File: config.mk
export PLATFORM = sky130hd
export DESIGN_NAME = multichannel_spike_detector_top
export DESIGN_NICKNAME = d
export VERILOG_FILES = /design/src/rtl/msd_pkg.sv /design/src/rtl/msd_front.sv /design/src/rtl/msd_queue.sv /design/src/rtl/msd_back.sv /design/src/rtl/multichannel_spike_detector_top.sv
export SDC_FILE = /design/constraint.sdc
export NUM_CORES = 2
export LEC_CHECK = 0
export BUFFER_PORTS_ARGS = -buffer_cell sky130_fd_sc_hd__buf_4
export CAP_MARGIN = 30
export CORE_MARGIN = 3
export CORE_UTILIZATION = 67
export DETAILED_ROUTE_END_ITERATION = 12
export GPL_ROUTABILITY_DRIVEN = 1
export GPL_TIMING_DRIVEN = 1
export PLACE_DENSITY = 0.8
export SLEW_MARGIN = 20
export SYNTH_ARGS = -nofsm -noshare
export SYNTH_HDL_FRONTEND = slang
export SYNTH_SLANG_ARGS = --single-unit
File: constraint.sdc
create_clock -name i_clk -period 24.3 [get_ports i_clk]
set_input_delay 3.645 -clock i_clk [delete_from_list [all_inputs] [get_ports i_clk]]
set_output_delay 3.645 -clock i_clk [all_outputs]
set_load 0.01 [all_outputs]
File: src/rtl/msd_pkg.sv
`timescale 1ns / 1ps
// ----------------------------------------------------------------------------
// msd_pkg
// Types and constants shared by the multichannel spike detector modules.
// ----------------------------------------------------------------------------
package msd_pkg;

    localparam int CFG_IDX_W  = 8;
    localparam int CFG_DATA_W = 16;
    localparam int QDEPTH     = 2;
    localparam int QPW        = 1;

    typedef enum logic [CFG_IDX_W-1:0] {
        REG_THRESHOLD     = 8'd0,
        REG_BLANKING      = 8'd1,
        REG_POLARITY_HIGH = 8'd2,
        REG_RUN_NEEDED    = 8'd3
    } t_cfg_reg;

    typedef struct packed {
        logic [15:0] threshold;
        logic [15:0] blanking;
        logic        polarity_high;
        logic [7:0]  run_needed;
    } t_cfg;

    localparam t_cfg CFG_RESET = '{
        threshold:     16'd32768,
        blanking:      16'd100,
        polarity_high: 1'b1,
        run_needed:    8'd3
    };

    typedef struct packed {
        logic [3:0]  channel;
        logic [15:0] sample;
        logic        new_scan;
    } t_in_item;

    typedef struct packed {
        logic [3:0]  out_channel;
        logic        spike_found;
        logic [15:0] spike_total;
        logic [31:0] spike_scan;
        logic [31:0] scan_number;
    } t_out_item;

    // Classified request handed from the front end to the back end.
    typedef struct packed {
        logic [3:0]  channel;
        logic        ch_ok;
        logic        beyond;
        logic [31:0] scan;
    } t_q_entry;

    // Per-channel detector state.
    typedef struct packed {
        logic [15:0] since;
        logic [7:0]  run;
        logic [15:0] count;
        logic [31:0] last_scan;
    } t_chan_state;

    localparam t_chan_state CHAN_RESET = '{
        since:     16'hFFFF,
        run:       8'd0,
        count:     16'd0,
        last_scan: 32'd0
    };

    // Queue status seen by the back end.
    typedef struct packed {
        logic     valid;
        t_q_entry head;
    } t_q_head;

endpackage

File: src/rtl/msd_front.sv
`timescale 1ns / 1ps
// ----------------------------------------------------------------------------
// msd_front
// Accepts samples, advances the scan counter and classifies each request.
// ----------------------------------------------------------------------------
module msd_front #(
    parameter int CHANNELS = 16
) (
    input  logic              i_clk,
    input  logic              i_rst_n,
    input  logic              i_accept,
    input  msd_pkg::t_in_item i_item,
    input  msd_pkg::t_cfg     i_cfg,
    output logic              o_push,
    output msd_pkg::t_q_entry o_entry
);

    logic [31:0] r_scan;
    logic [31:0] n_scan;
    logic        beyond;

    always_comb begin
        n_scan = r_scan + {31'd0, i_item.new_scan};
        if (i_cfg.polarity_high) begin
            beyond = i_item.sample > i_cfg.threshold;
        end else begin
            beyond = i_item.sample < i_cfg.threshold;
        end
    end

    always_ff @(posedge i_clk) begin
        if (!i_rst_n) begin
            r_scan <= '0;
        end else if (i_accept) begin
            r_scan <= n_scan;
        end
    end

    assign o_push          = i_accept;
    assign o_entry.channel = i_item.channel;
    assign o_entry.ch_ok   = (32'(i_item.channel) < CHANNELS);
    assign o_entry.beyond  = beyond;
    assign o_entry.scan    = n_scan;

endmodule

File: src/rtl/msd_queue.sv
`timescale 1ns / 1ps
// ----------------------------------------------------------------------------
// msd_queue
// Two-entry queue between the front end and the back end.
// ----------------------------------------------------------------------------
module msd_queue (
    input  logic              i_clk,
    input  logic              i_rst_n,
    input  logic              i_push,
    input  msd_pkg::t_q_entry i_entry,
    input  logic              i_pop,
    output msd_pkg::t_q_head  o_head,
    output logic              o_full
);

    msd_pkg::t_q_entry      r_mem [msd_pkg::QDEPTH];
    logic [msd_pkg::QPW-1:0] r_wp;
    logic [msd_pkg::QPW-1:0] r_rp;
    logic [msd_pkg::QPW:0]   r_cnt;
    logic [msd_pkg::QPW:0]   n_cnt;
    logic                    do_push;
    logic                    do_pop;

    assign do_push = i_push && !o_full;
    assign do_pop  = i_pop && o_head.valid;

    always_comb begin
        n_cnt = r_cnt;
        if (do_push && !do_pop) begin
            n_cnt = r_cnt + 1'b1;
        end else if (do_pop && !do_push) begin
            n_cnt = r_cnt - 1'b1;
        end
    end

    always_ff @(posedge i_clk) begin
        if (!i_rst_n) begin
            r_wp  <= '0;
            r_rp  <= '0;
            r_cnt <= '0;
        end else begin
            r_cnt <= n_cnt;
            if (do_push) begin
                r_wp <= r_wp + 1'b1;
            end
            if (do_pop) begin
                r_rp <= r_rp + 1'b1;
            end
        end
    end

    always_ff @(posedge i_clk) begin
        if (do_push) begin
            r_mem[r_wp] <= i_entry;
        end
    end

    assign o_full       = (r_cnt == (msd_pkg::QPW+1)'(msd_pkg::QDEPTH));
    assign o_head.valid = (r_cnt != '0);
    assign o_head.head  = r_mem[r_rp];

endmodule

File: src/rtl/msd_back.sv
`timescale 1ns / 1ps
// ----------------------------------------------------------------------------
// msd_back
// Per-channel read-modify-write of the detector state and the result register.
// ----------------------------------------------------------------------------
module msd_back #(
    parameter int CHANNELS = 16
) (
    input  logic               i_clk,
    input  logic               i_rst_n,
    input  msd_pkg::t_cfg      i_cfg,
    input  msd_pkg::t_q_head   i_head,
    output logic               o_pop,
    output logic               o_out_valid,
    input  logic               i_out_stall,
    output msd_pkg::t_out_item o_out_data
);

    localparam int AW = (CHANNELS > 1) ? $clog2(CHANNELS) : 1;

    msd_pkg::t_chan_state r_mem [CHANNELS];
    logic [CHANNELS-1:0]  r_vld;
    msd_pkg::t_chan_state r_rd;
    logic                 r_rd_vld;

    logic                 r_b_valid;
    msd_pkg::t_q_entry    r_b_entry;

    logic                 r_fwd_valid;
    logic [AW-1:0]        r_fwd_idx;
    msd_pkg::t_chan_state r_fwd_data;

    logic                 r_out_valid;
    msd_pkg::t_out_item   r_out;

    logic                 out_free;
    logic                 fire;
    logic                 wr_en;
    logic [AW-1:0]        rd_idx;
    logic [AW-1:0]        b_idx;
    msd_pkg::t_chan_state cur;
    msd_pkg::t_chan_state nxt;
    logic [15:0]          since;
    logic [7:0]           run;
    logic                 qual;
    logic                 found;

    assign out_free = !r_out_valid || !i_out_stall;
    assign fire     = r_b_valid && out_free;
    assign o_pop    = i_head.valid && (!r_b_valid || fire);
    assign wr_en    = fire && r_b_entry.ch_ok;
    assign rd_idx   = AW'(i_head.head.channel);
    assign b_idx    = AW'(r_b_entry.channel);

    always_comb begin
        // Take the last write when it hit this channel; the registered read may predate it.
        if (r_fwd_valid && (r_fwd_idx == b_idx)) begin
            cur = r_fwd_data;
        end else if (r_rd_vld) begin
            cur = r_rd;
        end else begin
            cur = msd_pkg::CHAN_RESET;
        end

        since = cur.since + {15'd0, (cur.since != 16'hFFFF)};
        run   = cur.run + {7'd0, (cur.run != 8'hFF)};
        qual  = (since >= i_cfg.blanking) && r_b_entry.beyond;
        found = qual && (run >= i_cfg.run_needed);

        nxt       = cur;
        nxt.since = since;
        nxt.run   = qual ? run : 8'd0;
        if (found) begin
            nxt.since     = '0;
            nxt.run       = '0;
            nxt.count     = cur.count + 16'd1;
            nxt.last_scan = r_b_entry.scan;
        end
    end

    always_ff @(posedge i_clk) begin
        if (!i_rst_n) begin
            r_vld       <= '0;
            r_b_valid   <= 1'b0;
            r_fwd_valid <= 1'b0;
            r_out_valid <= 1'b0;
        end else begin
            if (o_pop) begin
                r_b_valid <= 1'b1;
            end else if (fire) begin
                r_b_valid <= 1'b0;
            end
            if (wr_en) begin
                r_vld[b_idx] <= 1'b1;
                r_fwd_valid  <= 1'b1;
            end
            if (fire) begin
                r_out_valid <= 1'b1;
            end else if (!i_out_stall) begin
                r_out_valid <= 1'b0;
            end
        end
    end

    // State memory: one write port from the update, one registered read port.
    always_ff @(posedge i_clk) begin
        if (wr_en) begin
            r_mem[b_idx] <= nxt;
        end
        if (o_pop) begin
            r_rd     <= r_mem[rd_idx];
            r_rd_vld <= r_vld[rd_idx];
        end
    end

    always_ff @(posedge i_clk) begin
        if (o_pop) begin
            r_b_entry <= i_head.head;
        end
        if (wr_en) begin
            r_fwd_idx  <= b_idx;
            r_fwd_data <= nxt;
        end
        if (fire) begin
            r_out.out_channel <= r_b_entry.channel;
            r_out.scan_number <= r_b_entry.scan;
            if (r_b_entry.ch_ok) begin
                r_out.spike_found <= found;
                r_out.spike_total <= nxt.count;
                r_out.spike_scan  <= nxt.last_scan;
            end else begin
                r_out.spike_found <= 1'b0;
                r_out.spike_total <= '0;
                r_out.spike_scan  <= '0;
            end
        end
    end

    assign o_out_valid = r_out_valid;
    assign o_out_data  = r_out;

endmodule

File: src/rtl/multichannel_spike_detector_top.sv
`timescale 1ns / 1ps
// ----------------------------------------------------------------------------
// multichannel_spike_detector_top
// Threshold spike detector with blanking over interleaved converter channels.
// ----------------------------------------------------------------------------
//   Channel   Direction  Handshake          Payload
//   in        sink       i_in_valid/stall   t_in_item  (channel, sample, new_scan)
//   out       source     o_out_valid/stall  t_out_item (one result per sample)
//   cfg       sink       i_cfg_valid/ready  register index, write data
//
// One sample per cycle sustained while the output does not stall; a result
// passes the queue, the request register and the result register, using a
// registered state-memory read with forwarding of the previous write.
// Reset is synchronous; channel state reads as its reset value until first
// written (a valid flag per channel), so no clearing pass is needed.
// A two-entry queue lets the front keep taking requests while the output
// stalls; input stall rises once that queue fills.
// ----------------------------------------------------------------------------
module multichannel_spike_detector_top #(
    parameter int CHANNELS = 16
) (
    input  logic                              i_clk,
    input  logic                              i_rst_n,
    input  logic                              i_in_valid,
    output logic                              o_in_stall,
    input  msd_pkg::t_in_item                 i_in_data,
    output logic                              o_out_valid,
    input  logic                              i_out_stall,
    output msd_pkg::t_out_item                o_out_data,
    input  logic                              i_cfg_valid,
    output logic                              o_cfg_ready,
    input  logic [msd_pkg::CFG_IDX_W-1:0]     i_cfg_index,
    input  logic [msd_pkg::CFG_DATA_W-1:0]    i_cfg_data
);

    logic              r_alive;
    msd_pkg::t_cfg     r_cfg;
    logic              in_accept;
    logic              q_push;
    logic              q_full;
    logic              q_pop;
    msd_pkg::t_q_entry q_entry;
    msd_pkg::t_q_head  q_head;

    // Hold off both sinks through reset and the cycle after it.
    assign o_in_stall  = !i_rst_n || !r_alive || q_full;
    assign o_cfg_ready = i_rst_n && r_alive;
    assign in_accept   = i_in_valid && !o_in_stall;

    always_ff @(posedge i_clk) begin
        if (!i_rst_n) begin
            r_alive <= 1'b0;
            r_cfg   <= msd_pkg::CFG_RESET;
        end else begin
            r_alive <= 1'b1;
            if (i_cfg_valid && o_cfg_ready) begin
                unique case (i_cfg_index)
                    msd_pkg::REG_THRESHOLD:     r_cfg.threshold     <= i_cfg_data;
                    msd_pkg::REG_BLANKING:      r_cfg.blanking      <= i_cfg_data;
                    msd_pkg::REG_POLARITY_HIGH: r_cfg.polarity_high <= i_cfg_data[0];
                    msd_pkg::REG_RUN_NEEDED:    r_cfg.run_needed    <= i_cfg_data[7:0];
                    default: begin
                        // drop writes to unknown registers
                    end
                endcase
            end
        end
    end

    msd_front #(
        .CHANNELS (CHANNELS)
    ) u_front (
        .i_clk    (i_clk),
        .i_rst_n  (i_rst_n),
        .i_accept (in_accept),
        .i_item   (i_in_data),
        .i_cfg    (r_cfg),
        .o_push   (q_push),
        .o_entry  (q_entry)
    );

    msd_queue u_queue (
        .i_clk   (i_clk),
        .i_rst_n (i_rst_n),
        .i_push  (q_push),
        .i_entry (q_entry),
        .i_pop   (q_pop),
        .o_head  (q_head),
        .o_full  (q_full)
    );

    msd_back #(
        .CHANNELS (CHANNELS)
    ) u_back (
        .i_clk       (i_clk),
        .i_rst_n     (i_rst_n),
        .i_cfg       (r_cfg),
        .i_head      (q_head),
        .o_pop       (q_pop),
        .o_out_valid (o_out_valid),
        .i_out_stall (i_out_stall),
        .o_out_data  (o_out_data)
    );

endmodule

* After elaboration in Yosys (flattened, before gate mapping)
Memory sizes are Yosys's and may differ from the RTL's. A register that Yosys moved wholly into a read port is not among the register bits.
Cells that the tools add are included.
** Storage, ports and cells
- Register bits after elaboration :: 297
- Memory bits (writable) :: 1226
- Bits of input ports :: 50
- Output and inout port bits :: 88
- Word-level logic and storage cells :: 111
- Memories kept :: 2
** Memories
- u_back.r_mem :: depth 16, bits a word 72, rd ports 1, clocked after memory_dff 1, wr ports 1, line msd_back.sv:21 : msd_pkg::t_chan_state r_mem [CHANNELS];
- u_queue.r_mem :: depth 2, bits a word 37, rd ports 1, clocked after memory_dff 1, wr ports 1, line msd_queue.sv:16 : msd_pkg::t_q_entry r_mem [msd_pkg::QDEPTH];
** Operators by class
- Add/subtract/negate cells :: 8
- Order comparisons :: 7
- Equal/unequal tests :: 8
- Muxes and demuxes :: 22
- Bitwise gates (word level) :: 1
- Reduce and logical (&&, ||, !) cells :: 35
** Operators by type and width (count)
- two-way mux 72 bit :: 3
- adder 32 x 1 -> 32 bit :: 1
- adder 16 x 1 -> 16 bit :: 1
- adder 16 x 1 -> 16 bit (second input constant) :: 1
- == test 8 x 2 -> 1 bit (second input constant) :: 2
- >= comparator 16 bit :: 1
- greater-than comparator 16 bit :: 1
- < comparator 16 bit :: 1
- inequality test 16 bit (second input constant) :: 1
- bitwise OR 16 bit :: 1
- logical AND 1 bit :: 14
- two-way mux 1 bit :: 14
- < comparator 4 x 5 -> 1 bit (second input constant) :: 2
- zero test 1 bit :: 9
- adder 8 x 1 -> 8 bit :: 1
- == test 8 x 1 -> 1 bit (second input constant) :: 1
- >= comparator 8 bit :: 1
- zero test 8 bit :: 1
- two-way mux 8 bit :: 1
- inequality test 8 bit (second input constant) :: 1
- AND reduction 2 bit :: 4
- nonzero test 2 bit :: 3
- binary-select mux 1 bit (select 4 bit) :: 1
- demux 1 bit (select 4 bit) :: 1
- 9 further kinds :: 14

* Logic depth before layout (Yosys ltp)
- Depth after elaboration :: 10
- Gate-level depth with buffers :: 26

* Hierarchy
Synthesis repeated with hierarchy kept, for this count alone.
** Second synthesis, totals
- Cell total of the unflattened synthesis :: 3266
- Area, all modules :: 63429.6 µm²
** By module, submodules not included
- msd_back :: times used 1, cells each 2642, area an instance 56218.9 µm², seq. area each 43141.4 µm²
- msd_queue :: times used 1, cells each 143, area an instance 2979.1 µm², seq. area each 2382.3 µm²
- msd_front :: times used 1, cells each 310, area an instance 2518.7 µm², seq. area each 640.6 µm²
- multichannel_spike_detector_top :: times used 1, cells each 171, area an instance 1712.9 µm², seq. area each 840.8 µm²

* Worst setup path before layout
OpenSTA, ideal clock, no wires.
- Kind :: input to register
- From :: input port i_out_stall
- To :: memory u_back.r_mem[8][0] in the netlist's numbering (enable)
- Setup time :: 0.593 ns
- Arrival time :: 14.879 ns
- Required time :: 23.707 ns
- Path slack :: 8.828 ns
- Cell stages on the path :: 3
- Path through :: a21boi_1 > nand3b_1 > nor3_1
** On the way
- Cells in the longest elaborated chain, start to end :: 6
** Ends and longest elaborated chain
- start: declaration :: line multichannel_spike_detector_top.sv:28 : input logic i_out_stall,
- zero test 1 bit :: line msd_back.sv:48 : assign out_free = !r_out_valid || !i_out_stall;
- logical OR 1 bit :: line msd_back.sv:48
- logical AND 1 bit :: line msd_back.sv:49 : assign fire = r_b_valid && out_free;
- logical AND 1 bit :: line msd_back.sv:51 : assign wr_en = fire && r_b_entry.ch_ok;
- two-way mux 1 bit :: line msd_back.sv:107 : if (wr_en) begin
- two-way mux 1 bit (not written as such) :: line msd_back.sv:108 : r_mem[b_idx] <= nxt;
- end: declaration :: line msd_back.sv:21
Every way passes these cells.

* Worst setup path in the final report
- From :: input port i_rst_n
- To :: output port o_in_stall
** On the way
- Cells in the longest elaborated chain, start to end :: 3
** Ends and longest elaborated chain
- start: declaration :: line multichannel_spike_detector_top.sv:23 : input logic i_rst_n,
- zero test 1 bit
- logical OR 1 bit (2 in a row) :: line multichannel_spike_detector_top.sv:46 : assign o_in_stall = !i_rst_n || !r_alive || q_full;
- end: declaration :: line multichannel_spike_detector_top.sv:25 : output logic o_in_stall,
Every way passes these cells.

==> results by group <==
Run status
  – Outcome: complete, no violations

Timing
  – PnR worst setup slack: 15460 ps
  – Period utilization: 36.4%
  – Slew Limit Headroom: 31.1%
  – Fmax achieved: 113 MHz
  – Slew at the pin closest to its max-slew limit: 1030 ps
  – Final total negative setup slack: 0 ps
  – Total of endpoints with negative setup slack in the final report: 0
  – Final Hold Vio Count: 0
  – Pins Over Slew Limit: 0
  – RSZ-0062 raised after global routing: no
  – Clock period minus worst slack: 8840 ps
  – Final Skew: 22.0 ps

Power and ir drop
  – Leak: 24.7 nW
  – Cell area power density: 119 nW/um^2
  – Peak ir drop on the vdd network: 0.116 mV
  – Final total power: 0.00834 W

CTS
  – Clock latency on the worst-skew pair: 770 ps
  – Post-cts resize count: 0
  – Clock-pin slew reported for the worst setup and hold paths after clock tree synthesis: 60 ps
  – Maximum clock insertion buffer count: 3
  – Number of buffers created by CTS: 149
  – CTS tree: yes
  – Post-CTS repair timing setup buffer count: 0
  – Clk root buf: sky130_fd_sc_hd__clkbuf_16
  – CTS Hold Bufs: 0
  – H-Tree Depth: 4
  – Clock Sinks: 1543

Setup path
  – Kind of start point of the critical path: input pin
  – Category of the worst setup path capture point: primary output
  – Required time of the critical path: 20650 ps
  – Crit-path max cell delay: 680 ps
  – Critical path data arrival time: 5200 ps
  – Minimum setup slack among reg-to-reg paths: 16810 ps
  – Crit path buffers/inverters: 3
  – Maximum fanout along the worst path: 99
  – Cell repeated most along the worst path: sky130_fd_sc_hd__buf_4
  – Critical path's top delay family: buffers and inverters
  – Critical-path top delay cell: sky130_fd_sc_hd__buf_4
  – Worst Path Class, Setup: in2out
  – Cells traversed along the worst timing path: buf_4 > and2_1 > a21boi_1 > inv_1 > buf_4

Die
  – Placeable core region: 92200 um^2
  – Starting utilization of the core area: 68.1%
  – Die area: 97400 um^2
  – Die Span X: 312 um
  – Chip height: 312 um
  – I/O Pins: 138
  – Rows: 111

Layout
  – Number of nets in the finished design: 5061
  – Filler instances: 5359
  – Fraction of layout instances using a drive strength above 1: 11.1%
  – Cell area after layout: 70000 um^2
  – Area Growth Syn to Fin: 11.6%
  – Fin util: 75.9%

Placed design
  – Post-detail-place hpwl: 81.8 mm
  – Area after DPL: 65000 um^2
  – Number of I/O port buffers: 137
  – Setup slack at placement: 15560 ps
  – Final estimated routing congestion in global placement: 0.881

Min path
  – Worst min-delay path category: reg2reg

Synth
  – Flip-flop cell with the highest count after synthesis: sky130_fd_sc_hd__edfxtp_1
  – Most common library cells after synthesis: sky130_fd_sc_hd__edfxtp_1 (1445), sky130_fd_sc_hd__nand2_1 (1274), sky130_fd_sc_hd__nand3_1 (642)
  – Sequential-to-total area share from yosys stat: 72.2%
  – Count of unique library cells instantiated by Yosys: 68
  – Register bit count reported by yosys: 1543
  – Synthesized instance count: 4903
  – Post-synth net total: 5002
  – Fraction of registers with async set or reset after synthesis: 0%
  – Yosys Warn Count: 0
  – Most common cell in the netlist: sky130_fd_sc_hd__edfxtp_1
  – Post-Syn Area per Cell: 12.8 um^2
  – EDFF count, synth: 1445
  – Proportion of netlist area held by the largest area contributor: 69.1%
  – Area of the mapped netlist: 62800 um^2
  – Largest cells by area after synthesis: sky130_fd_sc_hd__edfxtp_1 (69%), sky130_fd_sc_hd__nand2_1 (7.6%), sky130_fd_sc_hd__nand3_1 (5.1%), sky130_fd_sc_hd__dfxtp_1 (3.1%), sky130_fd_sc_hd__a311oi_1 (2.1%)
  – Cell type contributing the most total cell area after synthesis: sky130_fd_sc_hd__edfxtp_1

Route
  – Detail-routed net length per standard cell: 25.0 um
  – Number of vias per cell: 6.52
  – Detailed Routing Iterations Pass 1: 11
  – Total Wirelength: 158 mm
  – Remaining number of nets flagged by the antenna check after routing: 0
  – Initial DRC count: 5779
  – Vias: 41203
  – DR DRC count: 0

GRT
  – Antenna violations before repair: 1
  – Grt total ovfl: 0
  – Pin count of the biggest net entering global routing: 187
  – Overall global routing resource usage: 32.1%
  – Via count of the first global-routing pass: 40154
  – First-pass GRT wire length: 236 mm

Flow run
  – Maximum capacitance violations: 0
## final timing paths
path                                 startpoint                    to  cells after the start
worst min-delay path            u_back.r_vld[3]       u_back.r_vld[3]                      1
worst max-delay path                    i_rst_n            o_in_stall                      5
worst min register to register  u_back.r_vld[3]       u_back.r_vld[3]                      1
worst max register to register  u_back.b_idx[0]  u_back.r_mem[12][42]                     22
## cells by family (layout without fill, tap and decap cells)
kind of cell / Yosys count / count (layout) / synth area share, %
mux: 83 / 83 / 1.40
compound gates: 434 / 434 / 4.85
fa+ha+maj: 49 / 49 / 0.977
simple gates: 2289 / 2289 / 16.3
xor+xnor: 97 / 97 / 1.40
flops: 1543 / 1543 / 72.2
buf+inv: 408 / 583 / 2.83
other cells: 0 / 1 / 0
## sequential cells by signal (all words and copies together) (netlist names), 2 cells and up, named ones only
name / count
u_back.r_b_entry: 33
u_back.b_idx: 4
u_back.r_mem: 1152
u_back.o_out_data: 85
u_queue.r_mem: 74
u_queue.r_cnt: 2
r_cfg: 41
u_back.r_fwd_data: 24
u_back.r_vld: 16
u_back.r_rd: 72
u_front.r_scan: 32
## metal layers
metal,track usage [%],up-vias,routed length [um]
met5,0,-,13
met4,14.1,2,6270
met3,5.70,429,17700
met2,51.7,2764,76200
met1,43.7,20036,57700
li1,-,17972,-
## worst register-to-register path, stage by stage (launching register included)
cell and delay, ps:
sky130_fd_sc_hd__edfxtp_1 590, sky130_fd_sc_hd__xnor2_4 250, sky130_fd_sc_hd__nand3_2 200, sky130_fd_sc_hd__nor2_4 150
sky130_fd_sc_hd__buf_4 450, sky130_fd_sc_hd__or3_1 200, sky130_fd_sc_hd__o21ai_0 120, sky130_fd_sc_hd__or4_1 430
sky130_fd_sc_hd__ha_1 280, sky130_fd_sc_hd__ha_1 330, sky130_fd_sc_hd__a311o_1 390, sky130_fd_sc_hd__a21oi_1 150
sky130_fd_sc_hd__a21oi_1 70, sky130_fd_sc_hd__ha_1 300, sky130_fd_sc_hd__and4_1 180, sky130_fd_sc_hd__o21ai_0 90
sky130_fd_sc_hd__o221ai_1 220, sky130_fd_sc_hd__a211o_1 370, sky130_fd_sc_hd__nand2_1 590, sky130_fd_sc_hd__inv_2 160
sky130_fd_sc_hd__buf_4 710, sky130_fd_sc_hd__o211ai_1 300, sky130_fd_sc_hd__xor2_2 670
## cells in the final DEF, fill, tap and decap left out, types with 7 or more instances in the layout
cell,synthesis,final
sky130_fd_sc_hd__o21a_1,19,19
sky130_fd_sc_hd__ha_1,49,49
sky130_fd_sc_hd__nor2_1,51,38
sky130_fd_sc_hd__nor2b_1,42,42
sky130_fd_sc_hd__edfxtp_1,1445,1445
sky130_fd_sc_hd__nand4_1,22,22
sky130_fd_sc_hd__inv_6,0,7
sky130_fd_sc_hd__mux2_2,36,36
sky130_fd_sc_hd__mux2i_1,46,43
sky130_fd_sc_hd__inv_1,51,49
sky130_fd_sc_hd__buf_12,0,8
sky130_fd_sc_hd__dfxtp_1,98,97
sky130_fd_sc_hd__a21oi_1,69,69
sky130_fd_sc_hd__xor2_1,42,39
sky130_fd_sc_hd__and4_1,7,7
sky130_fd_sc_hd__a31oi_1,81,80
sky130_fd_sc_hd__clkinv_1,2,22
sky130_fd_sc_hd__clkbuf_1,259,26
sky130_fd_sc_hd__nor3_1,27,22
sky130_fd_sc_hd__nor2_4,0,14
sky130_fd_sc_hd__nand2_1,1274,1274
sky130_fd_sc_hd__a21o_1,8,8
sky130_fd_sc_hd__bufinv_16,0,14
sky130_fd_sc_hd__nand2b_1,9,9
sky130_fd_sc_hd__o21ai_0,59,55
sky130_fd_sc_hd__or3_1,13,13
sky130_fd_sc_hd__a311oi_1,147,147
sky130_fd_sc_hd__a21boi_0,13,13
sky130_fd_sc_hd__nand3_1,642,642
sky130_fd_sc_hd__and2_1,45,45
sky130_fd_sc_hd__xnor2_1,53,51
sky130_fd_sc_hd__clkinv_2,0,29
sky130_fd_sc_hd__and3_1,131,130
sky130_fd_sc_hd__buf_4,49,239
sky130_fd_sc_hd__clkbuf_16,0,150
## power breakdown
group          internal [W]  leakage, nW  switching, W  total, W
Combinational      0.000583         8.29       0.00153   0.00212
Sequential          0.00376         14.0      0.000169   0.00393
Clock               0.00130         2.37      0.000987   0.00229
Total               0.00565         24.7       0.00269   0.00834
## per-stage QoR
stage / cells / hold WS (ps)
global route: 6321 / 485
finish: 6322 / 467
global placement: 6026 / 446
floorplan: 4903 / 426
detailed placement: 6037 / 454
CTS: 6304 / 468
## layout make-up
cell class | count | area [um^2] | share of cell area (%)
sequential | 1543 | 45400 | 64.8
multi-input combinational | 2952 | 15900 | 22.7
clock buffer | 179 | 3890 | 5.56
timing repair buffer | 261 | 2180 | 3.11
tap | 1243 | 1560 | 2.22
clock inverter | 88 | 942 | 1.35
inverter | 55 | 229 | 0.327
antenna | 1 | 2.50 | 0.00357
No activity file was read; power rests on OpenSTA's default activity.
